## src/hw/rtl/cpr_pkg.sv

```systemverilog
// ----------------------------------------------------------------------------
// cpr_pkg: shared types and constants of the pre-trigger capture ring
// Function and status codes, register indexes, reset values and the status
// group that the copy engine reports to the control logic.
// ----------------------------------------------------------------------------
`default_nettype none

package cpr_pkg;

  localparam int unsigned RingDepthDefault = 16384;

  localparam int unsigned FuncW   = 2;
  localparam int unsigned SampleW = 16;
  localparam int unsigned ProbW   = 8;
  localparam int unsigned TimeW   = 32;
  localparam int unsigned IndexW  = 14;
  localparam int unsigned CountW  = 15;
  localparam int unsigned StatusW = 3;
  localparam int unsigned IntervalW = 16;
  localparam int unsigned CfgIdxW   = 2;
  localparam int unsigned CfgDataW  = 16;

  localparam logic [CountW-1:0]    RingLengthRst  = 15'd16384;
  localparam logic [ProbW-1:0]     CutoffRst      = 8'd0;
  localparam logic [IntervalW-1:0] MinIntervalRst = 16'd2000;

  typedef enum logic [FuncW-1:0] {
    FUNC_WRITE   = 2'd0,
    FUNC_DETECT  = 2'd1,
    FUNC_READ    = 2'd2,
    FUNC_RELEASE = 2'd3
  } cpr_func_e;

  typedef enum logic [StatusW-1:0] {
    STAT_OK            = 3'd0,
    STAT_NOT_TRIGGERED = 3'd1,
    STAT_RATE_LIMITED  = 3'd2,
    STAT_BUSY          = 3'd3,
    STAT_EMPTY         = 3'd4,
    STAT_RANGE         = 3'd5
  } cpr_status_e;

  typedef enum logic [CfgIdxW-1:0] {
    REG_RING_LENGTH  = 2'd0,
    REG_NEAR_MISS    = 2'd1,
    REG_MIN_INTERVAL = 2'd2,
    REG_UNUSED       = 2'd3
  } cpr_reg_e;

  // Status of the copy engine toward the control logic.
  typedef struct packed {
    logic rd_en;  // ring read issued this cycle
    logic done;   // last snapshot write happens this cycle
  } cpr_copy_stat_t;

endpackage

`default_nettype wire

```

## src/hw/rtl/cpr_copy.sv

```systemverilog
// ----------------------------------------------------------------------------
// cpr_copy: ring to snapshot copy engine
// Walks the ring oldest-first from a start pointer, wrapping at the active
// length, and writes each sample into the snapshot in the next cycle.
// ----------------------------------------------------------------------------
`default_nettype none

module cpr_copy
  import cpr_pkg::*;
#(
  parameter int unsigned RING_DEPTH = RingDepthDefault,
  localparam int unsigned AW = $clog2(RING_DEPTH),
  localparam int unsigned LW = $clog2(RING_DEPTH + 1)
) (
  input  wire logic               clk_i,
  input  wire logic               rst_ni,
  input  wire logic               start_i,
  input  wire logic [AW-1:0]      start_ptr_i,
  input  wire logic [LW-1:0]      len_i,
  input  wire logic [LW-1:0]      ring_len_i,
  output logic      [AW-1:0]      ring_raddr_o,
  input  wire logic [SampleW-1:0] ring_rdata_i,
  output logic                    snap_we_o,
  output logic      [AW-1:0]      snap_waddr_o,
  output logic      [SampleW-1:0] snap_wdata_o,
  output cpr_copy_stat_t          stat_o
);

  logic [LW-1:0] rem_q, rem_d;
  logic [AW-1:0] rp_q, rp_d;
  logic [AW-1:0] wa_q, wa_d;
  logic          issue_q, issue_d;
  logic          rd_en;

  assign rd_en = (rem_q != '0);

  always_comb begin
    rem_d   = rem_q;
    rp_d    = rp_q;
    wa_d    = wa_q;
    issue_d = rd_en;
    if (start_i) begin
      rem_d = len_i;
      rp_d  = start_ptr_i;
      wa_d  = '0;
    end else begin
      if (rd_en) begin
        rem_d = rem_q - LW'(1);
        if (LW'(rp_q) + LW'(1) == ring_len_i) begin
          rp_d = '0;
        end else begin
          rp_d = rp_q + AW'(1);
        end
      end
      if (issue_q) begin
        wa_d = wa_q + AW'(1);
      end
    end
  end

  always_ff @(posedge clk_i or negedge rst_ni) begin
    if (!rst_ni) begin
      rem_q   <= '0;
      issue_q <= 1'b0;
      rp_q    <= '0;
      wa_q    <= '0;
    end else begin
      rem_q   <= rem_d;
      issue_q <= issue_d;
      rp_q    <= rp_d;
      wa_q    <= wa_d;
    end
  end

  assign ring_raddr_o = rp_q;
  assign snap_we_o    = issue_q;
  assign snap_waddr_o = wa_q;
  assign snap_wdata_o = ring_rdata_i;
  assign stat_o.rd_en = rd_en;
  assign stat_o.done  = issue_q && (rem_q == '0);

endmodule

`default_nettype wire
```

## config.mk

```make
export PLATFORM = sky130hd
export DESIGN_NAME = cpr_copy
export DESIGN_NICKNAME = d
export VERILOG_FILES = /design/src/hw/rtl/cpr_pkg.sv /design/src/hw/rtl/cpr_copy.sv
export SDC_FILE = /design/constraint.sdc
export NUM_CORES = 1
export LEC_CHECK = 0
export ABC_CLOCK_PERIOD_IN_PS = 2600
export BUFFER_PORTS_ARGS = -buffer_cell sky130_fd_sc_hd__buf_4
export CORE_MARGIN = 2
export CORE_UTILIZATION = 51
export CTS_CLUSTER_DIAMETER = 120
export DETAILED_ROUTE_END_ITERATION = 8
export HOLD_SLACK_MARGIN = 0.05
export PLACE_DENSITY = 0.9
export RECOVER_POWER = 100
export SKIP_CTS_REPAIR_TIMING = 1
export SLEW_MARGIN = 20
export SYNTH_ARGS = -nofsm -noshare
export SYNTH_HDL_FRONTEND = slang
export SYNTH_SLANG_ARGS = --single-unit
```

## constraint.sdc

```tcl
create_clock -name clk_i -period 2.6 [get_ports clk_i]
set_input_delay 0.52 -clock clk_i [delete_from_list [all_inputs] [get_ports clk_i]]
set_output_delay 0.52 -clock clk_i [all_outputs]
set_load 0.02 [all_outputs]
```

* Yosys cells after proc, flatten, opt, wreduce, memory -nomap -nowiden
Cells that the tools add are included.
Cells by class: add/sub/neg operators 4, equal/unequal tests 1, muxes and demuxes 7, reductions and logical operators 5
Operator list (count):
- 14-bit two-way mux | 5
- 15-bit two-way mux | 2
- 14-bit by 1-bit adder with 14-bit output (second input constant) | 2
- 14-bit by 1-bit adder with 15-bit output (second input constant) | 1
- 15-bit equality test | 1
- 15-bit zero test | 1
- 15-bit nonzero test | 1
- 15-bit by 1-bit subtractor with 15-bit output (second input constant) | 1
- 2-bit nonzero test | 2
- 1-bit logical AND | 1
Storage, ports and cells: register bits 44, bits of input ports 63, output and inout bits 47, word-level logic and storage cells 21

* Longest topological paths before layout
Gate-level depths: netlist (run 1).
depth after elaboration 5, depth in mapped cells 10, mapped depth without buffers 8

* Worst setup path before layout (run 1)
No wires, ideal clock.
path kind register to register, from register rp_q[0] (netlist: ring_raddr_o[0]), to register rp_q[2] (netlist: ring_raddr_o[2]), setup time 126 ps, data arrival time 2102 ps, data required time 2474 ps, slack 372 ps, stages on the path, launching flop included 9, path buffers 1, clock period less this slack 2228 ps, cell sequence dfrtp_1 > ha_1 > nand4_2 > nor3_1 > xnor2_1 > nand4_1 > nor4b_4 > buf_6 > a21oi_1
On the way: word-level cells in the longest chain between the ends 5, elaborated cells between the ends (all ways) 6, those cells by class add/sub (2); eq/ne (1); mux (3)
RTL lines:
- from (decl) | line cpr_copy.sv:30 | logic [AW-1:0] rp_q, rp_d;
- from (signal assigned) | line cpr_copy.sv:70 | rp_q <= rp_d;
- 14-bit by 1-bit adder with 15-bit output | line cpr_copy.sv:49 | if (LW'(rp_q) + LW'(1) == ring_len_i) begin
- 15-bit equality test | line cpr_copy.sv:49
- 14-bit two-way mux * | line cpr_copy.sv:49
- 14-bit two-way mux * | line cpr_copy.sv:47 | if (rd_en) begin
- 14-bit two-way mux * | line cpr_copy.sv:42 | if (start_i) begin
Mark *: on every way between the ends. The rest lies on a longest branch, timed or not. The select of a mux whose other input is x is not followed. A chain may end at the register's enable or synchronous reset.

==> results of run 1 <==
-- where the power goes --
part / leakage, nW / internal (mW) / total (mW) / switching (mW)
Clock: 0.0583 / 0.290 / 0.546 / 0.256
Sequential: 0.551 / 0.739 / 0.852 / 0.113
Combinational: 0.918 / 0.213 / 0.471 / 0.258
Total: 1.53 / 1.24 / 1.87 / 0.626
-- cell families (layout without fill, tap and decap cells) --
family	count (synthesis)	count (layout)
simple gates	157	157
buf+inv	47	101
xor+xnor	57	57
mux	6	6
fa+ha+maj	4	4
flops	44	44
compound gates	70	70
-- path summary, 6_finish.rpt --
check	slack, ns	cells after the start	startpoint	to
worst min-delay path	0.40	1	rst_ni	ring_raddr_o[6]
worst max-delay path	0.20	7	rem_q[0]	stat_o[0]
min in group clk_i	0.42	3	len_i[4]	rem_q[4]
max in group asynchronous	1.52	1	rst_ni	rem_q[14]
worst max register to register	0.21	7	rem_q[2]	ring_raddr_o[7]
worst min register to register	0.57	2	snap_waddr_o[13]	snap_waddr_o[13]
-- metrics by stage --
stage	utilization	TNS [ns]	std cells	hold slack, ns
global route	0.5928	0	516	0.4311
floorplan	-	0	385	0.2244
CTS	0.6089	-0.004773	514	0.2325
detailed placement	0.5904	0	506	0.5535
global placement	0.5904	0	506	0.5493
finish	0.5928	0	516	0.4041
-- flip-flops by register name, summed over array words and instances, names as in the netlist --
register / flops
snap_we_o: 1
rem_q: 15
ring_raddr_o: 14
snap_waddr_o: 14
-- area by class of cell --
cell class / instances / area, um^2 / area share
Inverter: 8 / 30.03 / 0.008070
Sequential cell: 44 / 1101 / 0.2959
Timing Repair Buffer: 85 / 506.7 / 0.1362
Multi-Input combinational cell: 294 / 1871 / 0.5027
Clock inverter: 3 / 47.55 / 0.01278
Clock buffer: 5 / 68.82 / 0.01849
Tap cell: 77 / 96.34 / 0.02589
-- cells in the mapped netlist (6+ instances only) --
| cell type | count |
|---|---|
| sky130_fd_sc_hd__dfrtp_1 | 44 |
| sky130_fd_sc_hd__nand2_1 | 52 |
| sky130_fd_sc_hd__nand3_1 | 10 |
| sky130_fd_sc_hd__xor2_1 | 27 |
| sky130_fd_sc_hd__xnor2_1 | 30 |
| sky130_fd_sc_hd__clkbuf_1 | 9 |
| sky130_fd_sc_hd__o21a_1 | 9 |
| sky130_fd_sc_hd__o21ai_0 | 22 |
| sky130_fd_sc_hd__mux2i_1 | 6 |
| sky130_fd_sc_hd__nor3_1 | 14 |
| sky130_fd_sc_hd__nand4_1 | 13 |
| sky130_fd_sc_hd__a21oi_1 | 21 |
| sky130_fd_sc_hd__nor2_1 | 35 |
| sky130_fd_sc_hd__a211oi_1 | 6 |
| sky130_fd_sc_hd__buf_4 | 21 |
| sky130_fd_sc_hd__inv_1 | 8 |
| sky130_fd_sc_hd__or3_1 | 6 |
-- layer usage --
metal	part of all wire	vias up	track usage
met3	0.055	23	0.03858
met4	0.021	0	0.08358
met5	0	-	0
met2	0.50	109	0.3990
li1	-	1426	-
met1	0.42	1430	0.2972
==> results by stage, run 1 <==
Run status:
- The run finished, with violations left.
- The final reports fail on max-capacitance violations, max-slew violations.

Worst setup path:
- STA classifies the critical path endpoint as an output port.
- The library cell contributing the largest single delay on the critical path is sky130_fd_sc_hd__dfrtp_1.
- For the worst setup path, the data required time is 2.08 ns.
- Walking the worst path, the cells encountered are inv_1 -> ha_1 -> nor2b_1 -> nand4_1 -> clkbuf_1 -> nor2_1 -> clkbuf_2.
- The largest single stage delay on the critical path is 0.42 ns.
- The critical path data arrival time is roughly 1.9 ns.
- Of all nets on the critical path, the largest fanout is 5.
- The setup path with the least slack is of type flop to output port.
- Counting both buffers and inverters, the worst setup path holds a total of 3.
- The category of the worst setup path launch point is a flop.
- The top cell family by delay on the critical path is simple AND/OR/NAND/NOR gates.

CTS:
- The buffer levels on the longest clock path is 2.
- The clock reaches the later pin of the worst-skew pair after around 0.30 ns.
- The count of H-tree levels built during CTS is 2.
- The CTS clock-pin slew for the worst setup and hold paths is ~0.090 ns.
- The number of buffers added by the clock tree synthesis step is 5.
- TritonCTS built the clock tree.
- In this run the clock root is driven by a sky130_fd_sc_hd__clkbuf_8.
- The number of sinks driven by the clock tree is between 40 and 50.

Routing:
- The detailed-routing iteration count for the pre-antenna-repair pass is 4.
- The count of nets left with antenna violations once routing finished came out at 0.
- The final wirelength is 8.068 mm.
- After detailed routing, the number of vias per cell comes to 5.791.
- In the final routed layout, each cell accounts on average for between 15 and 20 um.
- The number of DRC violations after detailed routing is 0.
- The count of vias placed by the detailed router is 2,988.
- The DRC marker count from the first detailed-route iteration is about 210.

Synth:
- The fraction of synthesized cell area in xor and xnor cells is 0.1528.
- The portion of synthesized area spent on multiplexers is 0.01838.
- After synthesis, the netlist uses 47 different library cells.
- The prevailing post-synth register cell is sky130_fd_sc_hd__dfrtp_1.
- The share of the Yosys chip area taken by registers is 0.3370.
- Of the total synthesized cell area, the portion taken by full adders, half adders and majority gates is 0.01532.
- After synthesis the netlist holds a flip-flop and latch count of 44.
- Counting every net in the synthesized netlist gives about 450.
- The instance count of the mapped netlist is a little under 400.
- The fraction of registers with async set/reset is 1.000.
- Summing every instance area after synthesis gives 3267 um^2.
- In this run, synthesis inferred 0 flip-flops with an integrated enable.
- Of the total synthesized cell area, the portion taken by AND, OR, NAND and NOR gates is 0.2482.
- Of the post-synthesis cell area, the dominant cell type holds 0.3370.
- By area, the combinational part of the netlist is dominated by simple AND/OR/NAND/NOR gates.
- A synthesized cell averages about 8.5 um^2.
- The number of synthesis warnings is 0.
- The cell accounting for the most synthesized area is sky130_fd_sc_hd__dfrtp_1.
- The synthesized-area fraction occupied by ao, oa, aoi and oai cells is 0.1333.
- After synthesis, the cell types taking the most area are sky130_fd_sc_hd__dfrtp_1 (34%), sky130_fd_sc_hd__xnor2_1 (8.0%), sky130_fd_sc_hd__xor2_1 (7.2%).

GRT:
- The initial antenna violation count is 0.
- The via count of the first global-routing pass is approximately 2,900.
- The pin count of the biggest net entering global routing is 85.
- Summed over all layers, the global routing overflow is 0.
- In the global route stage, overall resource usage came out at 0.2337.
- The first global-routing pass estimated between 10 and 15 mm of wire.

Placement:
- The wire-length estimate of the detail-placed layout is approximately 6 mm.
- In this run the tool buffered the top-level ports with 77 buffer cells.
- OpenSTA, run right after detailed placement, puts the worst setup slack at between 0.2 and 0.3 ns.
- Routability-driven placement finished with a final weighted congestion of 0.9536.
- Summing all placed instances gives a cell area of 3706 um^2.

Run:
- Max-cap violations in this run came to 1.

Timing:
- The highest clock rate is around 420 MHz.
- Measured against its own limit, the worst slew margin works out to -0.008646.
- Setup repair after global routing left no endpoint under its margin.
- Across all setup checks in the final design, the least slack found is 0.2045 ns.
- The final clock period utilization by the worst path is 0.9213.
- The final setup skew is between 0.006 and 0.007 ns.
- The slew at the pin closest to its max-slew limit is around 1.5 ns.
- The final-report setup violation count is 0.
- The number of pins exceeding their max-slew limit in the final report was 85.
- The hold violation total from the final report is 0.
- The worst path needs 2.395 ns of the cycle, external delays included.

Die:
- The standard-cell row count is 29.
- The die is between 80 and 90 um wide.
- The initial utilization of the core area, before any placement, comes to 0.5204.
- 110 I/O pins were placed.
- The die covers 7062 um^2.
- The die height is roughly 84 um.
- The area of the core is around 6300 um^2.

Power:
- The overall power consumption is 1.868 mW.
- The total power divided by cell area is 502.0 nW/um^2.
- The leakage component of the power is approximately 1.5 nW.
- IR analysis of the VDD net gives a maximum drop of roughly 0.26 mV.

Final layout:
- Summing all non-filler instances in the final layout gives an area of roughly 3700 um^2.
- In the layout the commonest cells are sky130_fd_sc_hd__nand2_1 (52), sky130_fd_sc_hd__buf_4 (49), sky130_fd_sc_hd__dfrtp_1 (44).
- The library cell used most frequently in the layout, excluding fill and tap cells, is sky130_fd_sc_hd__nand2_1.
- The repair_antennas step left the layout with diodes totalling 0.
- The synthesis-to-finish area growth is 13.90%.
- The proportion of layout cells with a drive suffix above 1 is 0.1640.
- The final layout contains 505 nets.
- The layout filler cell count is between 500 and 600.

Hold path:
- The path class of the tightest hold or removal check is primary input to async pin.
Power figures use the tool's default switching activity.
==> run 2, diff against run 1 <==
CTS_BUF_LIST = sky130_fd_sc_hd__clkbuf_16   (was unset)
==> results by stage, run 2 (same netlist as run 1, synthesis figures left out) <==
Run status:
- The run finished, with violations left.
- The checks that failed: max-capacitance violations, max-slew violations.

CTS:
- The clock tree from TritonCTS is done.
- The H-tree was split into 2 levels.
- The number of buffers added by the clock tree synthesis step is 5.
- The clock network latency to the later pin of the worst-skew pair is around 0.29 ns.
- Clock-pin slew was measured on the worst setup and hold paths at 0.06 ns.
- No sink is reached through more buffers than the 2 on the longest clock path.
- The number of sinks driven by the clock tree is 44.
- In this run the clock root is driven by a sky130_fd_sc_hd__clkbuf_16.

Die:
- The area of the core is about 6300 um^2.
- The horizontal die dimension is between 80 and 90 um.
- The die covers 7062 um^2.
- In this run the count of I/O pins placed on the die edge is between 100 and 150.
- For this configuration, the core starts out at a cell density of 0.5204.
- The standard-cell row count is 29.
- The floorplan step set the die height to between 80 and 90 um.

Timing:
- The clock arrives with about 0.0027 ns of skew.
- Headroom to the max-slew limit came out at -0.01024.
- The hold violation total from the final report is 0.
- For the pin with the worst max-slew slack, the measured transition is between 1.5 and 2 ns.
- The final clock period utilization by the worst path is 0.9369.
- The smallest clock period supported by the final layout is computed as approximately 2.4 ns.
- The number of pins exceeding their max-slew limit in the final report was 85.
- The highest clock rate is 410.5 MHz.
- Setup repair after global routing left no endpoint under its margin.
- Once routing completed, OpenROAD measured the worst setup slack at ~0.16 ns.
- Summed over all failing endpoints, the final setup total negative slack is 0 ns.
- Setup violations remaining at the end of the flow were counted as 0.

Run:
- Max-cap violations in this run came to 1.

Placement:
- The count of input and output buffers is between 70 and 80.
- At the placement stage, the worst setup path has a slack of 0.2712 ns.
- Routability-driven placement finished with a final weighted congestion of between 0.9 and 1.
- Detailed placement finished with a half-perimeter wire length of roughly 6 mm.

Final layout:
- Summing all multi-input logic gate instances after layout gives around 1900 um^2.
- In the layout the commonest cells are sky130_fd_sc_hd__nand2_1 (52), sky130_fd_sc_hd__buf_4 (48), sky130_fd_sc_hd__dfrtp_1 (44).
- The final layout contains 504 nets.
- Leaving out fill and tap cells, the most frequent cell in the layout is sky130_fd_sc_hd__nand2_1.
- The antenna diode count is 0.
- At the end of the flow the core is filled with cells to 0.6006.
- Relative to the synthesized area, the layout overhead comes to 15.40%.
- The layout filler cell count is approximately 550.
- In the final layout, the share of cells above drive strength 1 is 0.1621.
- The number of flip-flops under the largest register name is 15.
- Registers take 1101 um^2.
- The register with the highest flop count is rem_q.

Power:
- The proportion of power drawn by combinational gates is 0.229.
- The internal power contribution is around 1.4 mW.
- The leakage component of the power is 1.549 nW.
- The maximum VDD drop is ~0.36 mV.
- The net switching power figure is roughly 640 uW.
- The sequential cell fraction of total power is 0.415.
- The clock network power share is 0.356.
- For this design the ratio of total power to cell area is ~540 nW/um^2.
- The switching power share of the total is 0.3131.

Worst setup path:
- The kind of critical path is flop to output port.
- The required time at the endpoint of the critical path is approximately 2.1 ns.
- In this run the worst path has a maximum fanout of 5.
- For flop-to-flop paths, the worst setup slack is ~0.21 ns.
- The endpoint kind of the worst setup timing path is an output port.
- The critical path data arrival time is between 1.5 and 2 ns.
- The category of the worst setup path launch point is a flop.

Routing:
- The detailed-routing iteration count for the pre-antenna-repair pass is 4.
- In this run the remaining antenna-violating nets after routing total 0.
- For this run, design rule violations remaining after detail routing come to 0.
- Dividing the detail-routed via count by the number of cells gives ~5.8.
- The average detailed-routed wire length per instance is between 15 and 20 um.
- Summed over all layers, the routed wires come to between 8 and 9 mm.
- The count of vias placed by the detailed router is ~3,000.
- The detailed router finished its first iteration with between 200 and 250 violations.

GRT:
- The initial antenna violation count came to 0.
- Entering global routing, the biggest net connects 85 pins.
- The via count of the first global-routing pass came to between 2,000 and 3,000.
- The total overflow left after global routing is 0.
- The global router's overall resource usage is 0.2352.
- The first global-routing pass estimated about 14 mm of wire.

Hold path:
- The worst hold path class is primary input to async pin.
## run 2: cell types whose count changed in the layout (fill, tap and decap cells not counted), sizes merged
cell  before  now
buf       49   48
## run 2: through the flow
stage | hold slack [ns] | std cells | cell area, um^2 | total power, mW
floorplan | 0.2244 | 385 | 3267 | 1.215
global placement | 0.5493 | 506 | 3706 | 1.322
detailed placement | 0.5535 | 506 | 3706 | 1.346
CTS | 0.2524 | 514 | 3879 | 2.081
global route | 0.4546 | 515 | 3770 | 2.150
finish | 0.4234 | 515 | 3770 | 2.053
## run 2: final cells by class
cell class,count,area share
clock buffer,5,0.03319
sequential,44,0.2921
tap,77,0.02556
inverter,8,0.007965
clock inverter,3,0.01261
multi-input combinational,294,0.4962
timing repair buffer,84,0.1324
## run 2: power by group through the flow
| stage | registers, mW | clock network [mW] | logic, mW |
|---|---|---|---|
| after CTS | 0.846 | 0.742 | 0.493 |
| after global placement | 0.851 | 0 | 0.471 |
| final | 0.853 | 0.731 | 0.469 |
| after global routing | 0.862 | 0.765 | 0.523 |
| after detailed placement | 0.857 | 0 | 0.488 |
| after floorplan | 0.850 | 0 | 0.365 |
## run 2: layer usage
layer,share of wire,vias to the layer above,global-route usage
met2,0.49,120,0.3932
met5,0,-,0
met4,0.026,0,0.1129
met3,0.064,29,0.03066
met1,0.42,1402,0.2991
li1,-,1422,-
## run 2: worst paths after layout
path | start | end | cells after the start
setup reg to reg | rem_q[0] | ring_raddr_o[7] | 9
max in group asynchronous | rst_ni | ring_raddr_o[1] | 1
hold / removal | rst_ni | ring_raddr_o[6] | 1
hold reg to reg | snap_waddr_o[13] | snap_waddr_o[13] | 2
setup / recovery | rem_q[0] | stat_o[0] | 6
min in group clk_i | len_i[4] | rem_q[4] | 3
## run 2: worst max-delay path: stages, from the launching register on
cell	delay [ns]
sky130_fd_sc_hd__dfrtp_1	0.42
sky130_fd_sc_hd__inv_1	0.13
sky130_fd_sc_hd__ha_1	0.17
sky130_fd_sc_hd__nor2b_1	0.26
sky130_fd_sc_hd__nand4_1	0.25
sky130_fd_sc_hd__nor2_1	0.20
sky130_fd_sc_hd__clkbuf_2	0.19
==> run 3, diff against run 2 <==
SETUP_SLACK_MARGIN = 0.4   (was unset)
==> results by stage, run 3 (same netlist as run 1, synthesis figures left out) <==
Run status:
- The flow ran to the end, and the final reports show no timing, DRC or antenna violations.

Hold path:
- The worst hold path class is primary input to async pin.

Placement:
- The half-perimeter wire length of the detailed placement result is slightly below 6 mm.
- At the end of routability-driven placement, the weighted congestion stood at between 0.9 and 1.
- The count of input and output buffers is 77.
- After detailed placement, the total cell area comes to between 3000 and 4000 um^2.
- Once placement completed, the tool counted placed cells totaling between 500 and 600.

Power:
- For this design the static power due to leakage is 1.663 nW.
- Of the total power, the share spent switching nets is 0.3318.
- The maximum VDD drop is 0.4318 mV.
- Summed over all nets, the switching power comes to about 680 uW.
- In this run the power density over the cells is between 500 and 600 nW/um^2.
- The share of total power dissipated in the clock network is 0.307.
- The sequential cell fraction of total power is 0.419.
- The internal power contribution is between 1 and 1.5 mW.
- The proportion of power drawn by combinational gates is 0.274.

CTS:
- The clock reaches the later pin of the worst-skew pair after 0.29 ns.
- The number of buffers added by the clock tree synthesis step is 5.
- The tree is rooted in a sky130_fd_sc_hd__clkbuf_16.
- The number of sinks driven by the clock tree is 44.
- Clock-pin slew was measured on the worst setup and hold paths at about 0.060 ns.
- In this run the number of H-tree levels came out at 2.
- TritonCTS built the clock tree.
- Counting along the longest clock path gives a buffer depth of 2.

Routing:
- The routed layout has ~3,100 vias.
- After detailed routing, the number of remaining DRC violations is 0.
- The final wirelength is between 8 and 9 mm.
- Dividing the detail-routed wire length by the instance count gives 16.83 um.
- The via count normalized by instance count is slightly below 6.
- The first detailed-routing pass took 5 iterations.
- The remaining antenna violation count after routing is 0.
- In this run, the number of DRC markers left after iteration 0 of detailed routing was ~210.

Die:
- The core region is 6277 um^2.
- The floorplan step set the die width to 84.04 um.
- The number of placed I/O pins is 110.
- The area of the die is between 7000 and 8000 um^2.
- The die height is roughly 84 um.
- The standard-cell row count is 29.
- The initial standard-cell utilization of the core is 0.5204.

GRT:
- The global router's overall resource usage is 0.2275.
- The initial antenna violation count is 0.
- The final global-route overflow total is 0.
- The via count of the first global-routing pass is just under 3,000.
- The global-route track usage on met3 is 0.04451.
- The highest-utilization routing layer at the global route stage is met2.
- For this run, global-route usage on met1 was measured as 0.2792.
- The met2 usage is 0.3896.
- Entering global routing, the biggest net connects between 60 and 70 pins.
- The global-route wire length before repair is about 13 mm.

Timing:
- The post-route setup TNS is 0 ns.
- Of the available clock period, the critical path in the final layout requires 0.8790.
- Setup repair after global routing could not meet its margin everywhere.
- Headroom to the max-slew limit came out at 0.2278.
- The slew at the pin closest to its max-slew limit is 1.158 ns.
- The final setup skew is 0.008752 ns.
- The worst path needs 2.285 ns of the cycle, external delays included.
- The hold violation total from the final report came to 0.
- The number of pins exceeding their max-slew limit in the final report is 0.
- The final-report setup violation count is 0.
- The highest clock rate is about 440 MHz.

Worst setup path:
- The maximum fanout count along the critical path is 9.
- The endpoint kind of the worst setup timing path is a flop.
- STA puts the critical path data arrival time at 2.45 ns.
- The required time at the endpoint of the critical path is 2.76 ns.
- The worst setup path is launched from a flop.
- The length in cells of the worst reg-to-reg path is 7.
- The kind of critical path is flop to flop.

Final layout:
- From synthesis to final layout, the design area changed by 22.25%.
- The layout filler cell count is approximately 520.
- The final design area excluding fillers is approximately 4000 um^2.
- The net count of the finished layout is ~520.
- The proportion of layout cells with a drive suffix above 1 is 0.2412.
- The library cells used most frequently in the layout, excluding fill and tap cells, are sky130_fd_sc_hd__buf_4 (73), sky130_fd_sc_hd__nand2_1 (51), sky130_fd_sc_hd__dfrtp_1 (42).
- The register with the most flip-flops in the layout has 15 of them.
- In the final layout, the multi-input gates occupy 1938 um^2.
- The total area of sequential cells is ~1100 um^2.
- The number of antenna diodes in the final layout is 0.
- The register with the most flip-flops in the final layout is rem_q.
- The number of cells in the finished layout apart from fillers is approximately 530.
- Leaving out fill and tap cells, the most frequent cell in the layout is sky130_fd_sc_hd__buf_4.

Run:
- Across the run, the number of max-cap violations was 0.
## run 3: power groups by stage
stage | sequential [mW] | clock, mW | combinational, mW
6_report | 0.856 | 0.626 | 0.561
3_3_place_gp | 0.851 | 0 | 0.477
4_1_cts | 0.844 | 0.629 | 0.498
2_1_floorplan | 0.851 | 0 | 0.365
3_5_place_dp | 0.856 | 0 | 0.494
5_1_grt | 0.862 | 0.656 | 0.610
## run 3: layout make-up
type / instances / share of cell area
Clock buffer: 5 / 0.03133
Clock inverter: 3 / 0.004699
Inverter: 8 / 0.007519
Multi-Input combinational cell: 294 / 0.4853
Sequential cell: 44 / 0.2763
Tap cell: 77 / 0.02412
Timing Repair Buffer: 102 / 0.1707
## run 3: path summary, 6_finish.rpt
kind | from | to | slack, ns
setup / recovery | ring_raddr_o[2] | ring_raddr_o[0] | 0.31
max in group asynchronous | rst_ni | rem_q[6] | 1.40
setup reg to reg | ring_raddr_o[2] | ring_raddr_o[0] | 0.31
hold / removal | rst_ni | ring_raddr_o[6] | 0.44
min in group clk_i | len_i[9] | rem_q[9] | 0.44
hold reg to reg | snap_waddr_o[12] | snap_waddr_o[12] | 0.57
## run 3: stage by stage
stage | setup WS (ns) | hold WS, ns | util | power (mW)
2_1_floorplan | 0.4299 | 0.2244 | - | 1.215
3_3_place_gp | 0.4270 | 0.5511 | 0.5954 | 1.328
3_5_place_dp | 0.3708 | 0.5589 | 0.5954 | 1.350
4_1_cts | 0.2457 | 0.2537 | 0.6183 | 1.971
5_1_grt | 0.1664 | 0.4409 | 0.6362 | 2.128
6_report | 0.3147 | 0.4413 | 0.6362 | 2.043
## run 3: per-layer routing
layer | routed length [um] | vias up
li1 | - | 1459
met1 | 3622 | 1480
met2 | 4496 | 138
met3 | 597 | 32
met4 | 252 | 0
met5 | 0 | -
## run 3: critical path, cell delays in order (launching register included)
cell and delay (ns):
sky130_fd_sc_hd__dfrtp_1 0.56, sky130_fd_sc_hd__nand4_1 0.26, sky130_fd_sc_hd__nor4_2 0.39, sky130_fd_sc_hd__xnor2_1 0.17, sky130_fd_sc_hd__nand4_1 0.16, sky130_fd_sc_hd__nor4b_4 0.36, sky130_fd_sc_hd__buf_6 0.18, sky130_fd_sc_hd__a21oi_1 0.07
